[config.mk]
export PLATFORM = sky130hd
export DESIGN_NAME = sqe_expand
export DESIGN_NICKNAME = d
export VERILOG_FILES = /design/src/hdl/sqe_pkg.sv /design/src/hdl/sqe_expand.sv
export SDC_FILE = /design/constraint.sdc
export NUM_CORES = 1
export LEC_CHECK = 0
export BUFFER_PORTS_ARGS = -buffer_cell sky130_fd_sc_hd__buf_2
export CAP_MARGIN = 20
export CORE_MARGIN = 2
export CORE_UTILIZATION = 40
export CTS_CLUSTER_DIAMETER = 100
export CTS_CLUSTER_SIZE = 28
export DETAILED_ROUTE_END_ITERATION = 7
export HOLD_SLACK_MARGIN = 0.08
export PLACE_DENSITY_LB_ADDON = 0.3
export SETUP_SLACK_MARGIN = 0.5
export SLEW_MARGIN = 20
export SYNTH_ARGS = -nofsm -noshare
export SYNTH_HDL_FRONTEND = slang
export SYNTH_SLANG_ARGS = --single-unit
export TNS_END_PERCENT = 10
[constraint.sdc]
create_clock -name clk -period 23.8 [get_ports clk]
set_input_delay 0 -clock clk [delete_from_list [all_inputs] [get_ports clk]]
set_output_delay 0 -clock clk [all_outputs]
set_load 0.05 [all_outputs]
[src/hdl/sqe_pkg.sv]
package sqe_pkg;

    // Defaults for the top-level parameters.
    localparam int TABLE_BITS_DEF = 8;
    localparam int TRIG_FRAC_DEF  = 14;
    localparam int TRIG_FRAC_MAX  = 16;

    // Datapath widths, sized for the widest fraction setting.
    localparam int SINE_W = TRIG_FRAC_MAX + 1;      // table entry, 0 .. 2^frac
    localparam int TRIG_W = TRIG_FRAC_MAX + 2;      // signed cos / sin
    localparam int HALF_W = 30;                     // size >> 1
    localparam int PROD_W = HALF_W + 1 + TRIG_W;    // half extent times trig
    localparam int SUM_W  = PROD_W + 2;             // two products plus rounding
    localparam int OFS_W  = 34;                     // rotated offset after shift
    localparam int POS_W  = OFS_W + 1;              // center plus offset

    // Corner masks, bit i for corner i.
    localparam logic [3:0] LEFT_CORNERS   = 4'b1001;
    localparam logic [3:0] BOTTOM_CORNERS = 4'b0011;
    localparam logic [1:0] FIRST_CORNER   = 2'd0;
    localparam logic [1:0] LAST_CORNER    = 2'd3;

    // Table build constants: pi/2 in Q30 and the Taylor series divisors.
    localparam logic [63:0] HALFPI_Q30 = 64'd1686629713;
    localparam logic [63:0] SERIES_DIV [8] = '{64'd6, 64'd20, 64'd42, 64'd72,
                                              64'd110, 64'd156, 64'd210, 64'd272};

    typedef struct packed {
        logic signed [31:0] center_x;
        logic signed [31:0] center_y;
        logic [30:0]        size_x;
        logic [30:0]        size_y;
        logic [15:0]        angle;
        logic [15:0]        u_first;
        logic [15:0]        v_first;
        logic [15:0]        u_second;
        logic [15:0]        v_second;
        logic [31:0]        tint;
        logic               first_of_batch;
    } sprite_t;

    typedef struct packed {
        logic signed [31:0] pos_x;
        logic signed [31:0] pos_y;
        logic [15:0]        tex_u;
        logic [15:0]        tex_v;
        logic signed [15:0] tangent_x;
        logic signed [15:0] tangent_y;
        logic [31:0]        vertex_tint;
        logic [31:0]        vertex_number;
        logic [1:0]         corner;
        logic               last;
    } vertex_t;

    // Per-sprite values that ride along the pipeline untouched.
    typedef struct packed {
        logic signed [31:0] center_x;
        logic signed [31:0] center_y;
        logic signed [15:0] tangent_x;
        logic signed [15:0] tangent_y;
        logic [15:0]        u_first;
        logic [15:0]        v_first;
        logic [15:0]        u_second;
        logic [15:0]        v_second;
        logic [31:0]        tint;
        logic               first_of_batch;
    } sprite_attr_t;

    typedef struct packed {
        logic signed [TRIG_W-1:0] cos_val;
        logic signed [TRIG_W-1:0] sin_val;
        logic [HALF_W-1:0]        half_x;
        logic [HALF_W-1:0]        half_y;
        sprite_attr_t             attr;
    } trig_item_t;

    typedef struct packed {
        logic [3:0][OFS_W-1:0] off_x;
        logic [3:0][OFS_W-1:0] off_y;
        sprite_attr_t          attr;
    } rot_item_t;

    // Rounded sine table entry k, built at elaboration.
    function automatic logic [SINE_W-1:0] sine_entry(input int table_bits,
                                                     input int frac_bits,
                                                     input int k);
        logic [63:0]        n_entries;
        logic [63:0]        one;
        logic [63:0]        x;
        logic [63:0]        x2;
        logic [63:0]        term;
        logic [63:0]        e;
        logic signed [63:0] sum;
        n_entries = 64'd1 << table_bits;
        one       = 64'd1 << frac_bits;
        x         = (64'(k) * HALFPI_Q30 + (n_entries >> 1)) >> table_bits;
        x2        = (x * x) >> 30;
        sum       = $signed(x);
        term      = x;
        for (int n = 0; n < 8; n++) begin
            term = ((term * x2) >> 30) / SERIES_DIV[n];
            if ((n % 2) == 0) begin
                sum = sum - $signed(term);
            end else begin
                sum = sum + $signed(term);
            end
        end
        if (sum < 0) begin
            sum = '0;
        end
        e = ((64'(sum) << frac_bits) + (64'd1 << 29)) >> 30;
        if (e > one) begin
            e = one;
        end
        return SINE_W'(e);
    endfunction

endpackage

[src/hdl/sqe_expand.sv]
module sqe_expand
    import sqe_pkg::*;
(
    input  logic      clk,
    input  logic      rst_n,
    input  logic      in_valid,
    output logic      in_ready,
    input  rot_item_t in_data,
    output logic      out_valid,
    input  logic      out_ready,
    output vertex_t   out_data
);

    localparam logic signed [POS_W-1:0] POS_MAX = POS_W'(2147483647);
    localparam logic signed [POS_W-1:0] POS_MIN = ~POS_MAX;

    rot_item_t   item_reg;
    logic        busy_reg;
    logic [1:0]  corner_reg;
    logic [31:0] count_reg;
    logic [31:0] count_next;
    vertex_t     vertex_reg;
    vertex_t     vertex_next;
    logic        vertex_valid_reg;
    logic        out_free;
    logic        fire;
    logic        take;

    logic signed [OFS_W-1:0] off_x_sel;
    logic signed [OFS_W-1:0] off_y_sel;
    logic signed [POS_W-1:0] sum_x;
    logic signed [POS_W-1:0] sum_y;

    function automatic logic signed [31:0] sat32(input logic signed [POS_W-1:0] v);
        if (v > POS_MAX) begin
            return 32'sh7FFFFFFF;
        end
        if (v < POS_MIN) begin
            return 32'sh80000000;
        end
        return 32'(v);
    endfunction

    // Emit a corner whenever a sprite is held and the output register is free.
    assign out_free  = !vertex_valid_reg || out_ready;
    assign fire      = busy_reg && out_free;
    assign in_ready  = !busy_reg || (fire && corner_reg == LAST_CORNER);
    assign take      = in_ready && in_valid;
    assign out_valid = vertex_valid_reg;
    assign out_data  = vertex_reg;

    // Build the vertex for the current corner.
    always_comb
    begin
        off_x_sel = $signed(item_reg.off_x[corner_reg]);
        off_y_sel = $signed(item_reg.off_y[corner_reg]);
        sum_x     = POS_W'(item_reg.attr.center_x) + POS_W'(off_x_sel);
        sum_y     = POS_W'(item_reg.attr.center_y) + POS_W'(off_y_sel);

        vertex_next.pos_x       = sat32(sum_x);
        vertex_next.pos_y       = sat32(sum_y);
        vertex_next.tex_u       = LEFT_CORNERS[corner_reg] ? item_reg.attr.u_first
                                                           : item_reg.attr.u_second;
        vertex_next.tex_v       = BOTTOM_CORNERS[corner_reg] ? item_reg.attr.v_second
                                                             : item_reg.attr.v_first;
        vertex_next.tangent_x   = item_reg.attr.tangent_x;
        vertex_next.tangent_y   = item_reg.attr.tangent_y;
        vertex_next.vertex_tint = item_reg.attr.tint;
        if (corner_reg == FIRST_CORNER && item_reg.attr.first_of_batch) begin
            vertex_next.vertex_number = '0;
        end else begin
            vertex_next.vertex_number = count_reg;
        end
        vertex_next.corner = corner_reg;
        vertex_next.last   = (corner_reg == LAST_CORNER);
        count_next         = vertex_next.vertex_number + 32'd1;
    end

    // Advance the corner sequence, vertex count and output valid.
    always_ff @(posedge clk or negedge rst_n)
    begin
        if (!rst_n) begin
            busy_reg         <= 1'b0;
            corner_reg       <= FIRST_CORNER;
            count_reg        <= '0;
            vertex_valid_reg <= 1'b0;
        end else begin
            if (take) begin
                busy_reg   <= 1'b1;
                corner_reg <= FIRST_CORNER;
            end else if (fire) begin
                if (corner_reg == LAST_CORNER) begin
                    busy_reg <= 1'b0;
                end
                corner_reg <= corner_reg + 2'd1;
            end
            if (fire) begin
                count_reg        <= count_next;
                vertex_valid_reg <= 1'b1;
            end else if (out_ready) begin
                vertex_valid_reg <= 1'b0;
            end
        end
    end

    // Hold sprite and vertex payloads.
    always_ff @(posedge clk)
    begin
        if (take) begin
            item_reg <= in_data;
        end
        if (fire) begin
            vertex_reg <= vertex_next;
        end
    end

endmodule

==> results.md <==
- The sum of negative setup slack is 0 ns.
- The leakage component of the power is 14.7 nW.
- The path type of the worst min-delay path is in -> reg.
- The floorplan step set the die height to 269 um.
- Across the routed clock network, the largest skew measured is 0.0391 ns.
- The largest net degree at the start of global routing is 190.
- The max-capacitance violation count is 0.
- TritonCTS built the clock tree.
- Counting instances, the worst hold path has a depth of 2.
- The post-synthesis cell type with the largest combined area is sky130_fd_sc_hd__edfxtp_1.
- The DRC violations left is 0.
- The slowest stage of the critical path is the sky130_fd_sc_hd__a211oi_1 cell.
- The floorplan has 97 rows.
- For this run the aggregate overflow at the end of global routing stands at 0.
- The first global-routing pass estimated 111,000 um of wire.
- The wire-length estimate of the detail-placed layout is 50,500 um.
- For the worst setup path, the data arrival time is 5.78 ns.
- Wires add up to 75,700 um.
- The final-report max-slew violation count is 0.
- By area the synthesized netlist is led by sky130_fd_sc_hd__edfxtp_1 (71%), sky130_fd_sc_hd__mux4_2 (5.5%), sky130_fd_sc_hd__dfrtp_1 (3.2%), sky130_fd_sc_hd__ha_1 (3.2%), sky130_fd_sc_hd__a21o_1 (1.6%).
- The data required time of the worst path is 24.11 ns.
- The number of gates resized after CTS is 0.
- The sum of met3 wire segment lengths after detailed routing is 4560 um.
- The average wire length per cell after detail routing is 20.2 um.
- The critical path capture point type is a register.
- In this run the number of H-tree levels came out at 2.
- Buffers inserted during clock tree synthesis total 34.
- After the last flow step, the layout net total stands at 3,324.
- In this run the power density over the cells is 118 nW/um^2.
- The die boundary width is 269 um.
- The clock period minus final worst setup slack is 5.47 ns.
- Counting cells, the worst reg-to-reg path comes to 14.
- The floorplan step defined a die boundary enclosing 72,300 um^2.
- The initial core utilization is 0.402.
- The yosys synthesis warning count is 0.
- The via count of the first global-routing pass is 19,600.
- After clock tree synthesis, the clock-pin slew on the worst setup and hold paths is 0.11 ns.
- Yosys mapped a number of flops with a built-in enable equal to 660.
- The signal on the critical path passes through buf_4 > mux4_2 > ha_1 > fa_1 > a211oi_1 > o311ai_2 > a211oi_1 > or4_4 > o21ai_1 > nand3_1 > a32oi_1 > a31oi_4 > buf_16 > o31ai_1.
- The cell that appears most often on the critical path is sky130_fd_sc_hd__a211oi_1.
- The flip-flop count of the largest register after layout is 465.
- The met2 wirelength from detailed routing is 39,800 um.
- The first TritonRoute pass finished after 5 iterations.
- The critical setup path kind is reg -> reg.
- The cell at the root of the clock tree is sky130_fd_sc_hd__clkbuf_16.
- The number of unique standard cell types used by synthesis is 71.
- Of the available clock period, the critical path in the final layout requires 0.230.
- In this run the tightest slew margin relative to its limit is 0.186.
- The register bit total from synthesis is 696.
- The mean instance size in the synthesized netlist is 17.2 um^2.
- The total number of vias is 18,800.
- The region available for standard cell placement spans 69,800 um^2.
- The clock passes through at most 3 buffers.
- From synthesis to final layout, the design area changed by 37.2%.
- The final antenna-violating net count is 0.
- When the netlist entered floorplanning its net count stood at 2,173.
- The iteration-0 DRC count of the detailed router is 1,390.
- The initial antenna violation count is 7.
- The share of flip-flops with an asynchronous set or reset after synthesis is 0.0517.
- The area share of the largest cell type after synthesis is 0.706.
- Setup repair after global routing left no endpoint under its margin.
- The number of placed I/O pins is 666.
- The longest individual stage delay on the worst path is 0.66 ns.
- After detailed routing, the number of vias per cell comes to 5.02.
- The global-route usage over all layers is 0.200.
- The number of buffers inserted by port buffering is 665.
- The gate count of the mapped netlist is 1,631.
- For the pin with the worst max-slew slack, the measured transition is 1.22 ns.
- The worst ir drop on vdd is 80.7 uV.
- The final weighted congestion of routability-driven global placement is 0.900.
- Summing every instance area after synthesis gives 28,100 um^2.
- In this run the cell area measured after placement is 32,500 um^2.
- In this run the worst path has a maximum fanout of 31.
- Setup violations remaining at the end of the flow were counted as 0.
- The element type at the critical path start is a register.
- The main flop type after synthesis is sky130_fd_sc_hd__edfxtp_1.
- The total chip power is 0.00453 W.
- The maximum clock frequency is 0.183 GHz.
- The routed metal-1 wire length is 29,200 um.
- The number of endpoints with negative hold slack in the final report is 0.
- The family with the most delay on the worst path is compound AO/OA/AOI/OAI gates.
- The critical path contains buffers and inverters numbering 2 combined.
- The logic depth of the worst path, buffers included is 14.
- The fraction of final layout cells sized beyond drive strength 1 is 0.308.
- The uppermost metal layer occupied by signal nets is met4.
- The share of synthesized area occupied by flip-flops and latches is 0.738.
- After routing the design area is 38,500 um^2.
- The TritonCTS sink count is 696.
- The later pin in the worst-skew pair is clocked with a latency of 0.59 ns.
- The run finished with clean final reports.
-- layout make-up --
| type | count | area, um^2 |
|---|---|---|
| antenna | 5 | 12.5 |
| clock buffer | 41 | 898 |
| clock inverter | 9 | 155 |
| fill | 5430 | 31300 |
| inverter | 27 | 109 |
| multi-input combinational | 852 | 7060 |
| sequential | 696 | 20700 |
| tap | 940 | 1180 |
| timing repair buffer | 1171 | 8390 |
-- per-layer routing --
layer  track usage  up-vias
li1              -     8647
met1         0.240     9357
met2         0.366      636
met3        0.0357      125
met4        0.0622        0
met5             0        -
-- placed cells by master, fill, tap and decap left out, types with 21 or more instances in the layout --
master	netlist	final
sky130_fd_sc_hd__a21o_1	61	61
sky130_fd_sc_hd__a21oi_1	76	76
sky130_fd_sc_hd__and2_1	37	36
sky130_fd_sc_hd__buf_2	5	665
sky130_fd_sc_hd__clkbuf_16	0	35
sky130_fd_sc_hd__dfrtp_1	36	34
sky130_fd_sc_hd__dlygate4sd3_1	0	492
sky130_fd_sc_hd__edfxtp_1	660	660
sky130_fd_sc_hd__ha_1	71	71
sky130_fd_sc_hd__inv_1	27	26
sky130_fd_sc_hd__mux2_2	32	32
sky130_fd_sc_hd__mux4_2	68	68
sky130_fd_sc_hd__nand2_1	97	97
sky130_fd_sc_hd__nand3_1	21	21
sky130_fd_sc_hd__nor2_1	62	62
sky130_fd_sc_hd__o21ai_0	37	37
sky130_fd_sc_hd__o21ai_1	23	23
sky130_fd_sc_hd__xnor2_1	48	48
sky130_fd_sc_hd__xor2_1	32	32
-- metrics by stage --
stage | utilization | instances | hold slack, ns | setup WS, ns
2_1_floorplan | - | 1631 | -0.296 | 11.15
3_3_place_gp | 0.466 | 3193 | 0.151 | 18.17
3_5_place_dp | 0.466 | 3194 | 0.166 | 18.34
4_1_cts | 0.552 | 3736 | 0.0800 | 18.31
5_1_grt | 0.552 | 3741 | 0.0875 | 18.01
6_report | 0.552 | 3741 | 0.112 | 18.33
-- synthesized netlist by cell type (4+ instances only) --
| library cell | number |
|---|---|
| sky130_fd_sc_hd__and4_1 | 4 |
| sky130_fd_sc_hd__nor2b_1 | 6 |
| sky130_fd_sc_hd__a21oi_1 | 76 |
| sky130_fd_sc_hd__inv_1 | 27 |
| sky130_fd_sc_hd__o21ai_1 | 23 |
| sky130_fd_sc_hd__a41o_1 | 4 |
| sky130_fd_sc_hd__o41ai_1 | 4 |
| sky130_fd_sc_hd__edfxtp_1 | 660 |
| sky130_fd_sc_hd__o211ai_1 | 7 |
| sky130_fd_sc_hd__nor2_1 | 62 |
| sky130_fd_sc_hd__and3_1 | 12 |
| sky130_fd_sc_hd__buf_2 | 5 |
| sky130_fd_sc_hd__ha_1 | 71 |
| sky130_fd_sc_hd__xnor2_1 | 48 |
| sky130_fd_sc_hd__o21ai_0 | 37 |
| sky130_fd_sc_hd__xor2_1 | 32 |
| sky130_fd_sc_hd__nand4_1 | 17 |
| sky130_fd_sc_hd__nand2b_1 | 7 |
| sky130_fd_sc_hd__and2_1 | 37 |
| sky130_fd_sc_hd__o21a_1 | 12 |
| sky130_fd_sc_hd__nand2_1 | 97 |
| sky130_fd_sc_hd__nor3_1 | 10 |
| sky130_fd_sc_hd__o21ai_2 | 20 |
| sky130_fd_sc_hd__a31oi_1 | 8 |
| sky130_fd_sc_hd__o31ai_1 | 4 |
| sky130_fd_sc_hd__or3_1 | 4 |
| sky130_fd_sc_hd__mux4_2 | 68 |
| sky130_fd_sc_hd__nand3_1 | 21 |
| sky130_fd_sc_hd__a21o_1 | 61 |
| sky130_fd_sc_hd__buf_1 | 10 |
| sky130_fd_sc_hd__dfrtp_1 | 36 |
| sky130_fd_sc_hd__a211oi_1 | 12 |
| sky130_fd_sc_hd__mux2_2 | 32 |
| sky130_fd_sc_hd__clkbuf_1 | 38 |
| sky130_fd_sc_hd__o21bai_1 | 12 |
-- power by group --
| group | internal [W] | leakage, nW | switching [W] |
|---|---|---|---|
| logic | 0.000751 | 7.57 | 0.00134 |
| clock network | 0.000284 | 0.505 | 0.000403 |
| registers | 0.00166 | 6.60 | 0.0000898 |
| total | 0.00270 | 14.7 | 0.00183 |
-- worst register-to-register path, stage by stage, from the launching register on --
cell                       delay, ns
sky130_fd_sc_hd__dfrtp_4        0.62
sky130_fd_sc_hd__buf_4          0.50
sky130_fd_sc_hd__mux4_2         0.46
sky130_fd_sc_hd__ha_1           0.24
sky130_fd_sc_hd__fa_1           0.43
sky130_fd_sc_hd__a211oi_1       0.33
sky130_fd_sc_hd__o311ai_2       0.20
sky130_fd_sc_hd__a211oi_1       0.66
sky130_fd_sc_hd__or4_4          0.29
sky130_fd_sc_hd__o21ai_1        0.14
sky130_fd_sc_hd__nand3_1        0.14
sky130_fd_sc_hd__a32oi_1        0.22
sky130_fd_sc_hd__a31oi_4        0.61
sky130_fd_sc_hd__buf_16         0.25
sky130_fd_sc_hd__o31ai_1        0.10
-- final timing paths --
kind                                           startpoint                           to  slack (ns)
worst max register to register  corner_reg[1]$_DFFE_PN0P_  out_data[139]$_SDFFCE_PN1P_       18.33
worst min-delay path                          in_data[55]       item_reg[55]$_DFFE_PP_        0.11
min in group asynchronous                           rst_n    count_reg[16]$_DFFE_PN0P_        0.12
worst max-delay path            corner_reg[1]$_DFFE_PN0P_  out_data[139]$_SDFFCE_PN1P_       18.33
worst min register to register    item_reg[101]$_DFFE_PP_       out_data[71]$_DFFE_PP_        0.43
max in group asynchronous                           rst_n    corner_reg[0]$_DFFE_PN0P_       23.02
-- kinds of logic after synthesis --
family | Yosys count | share of synthesized area
flip-flops | 696 | 0.738
buffers and inverters | 83 | 0.0121
multiplexers | 101 | 0.0677
AND/OR/NAND/NOR | 285 | 0.0487
XOR/XNOR | 81 | 0.0255
adder cells (fa/ha/maj) | 73 | 0.0331
AO/OA/AOI/OAI | 312 | 0.0750
-- what timing repair did --
item / in CTS / in global routing
hold endpoints to repair: 545 / 0
hold buffers: 492 / 0
setup buffers: 0 / 0
Note: power is estimated with default switching activity, not from simulation.
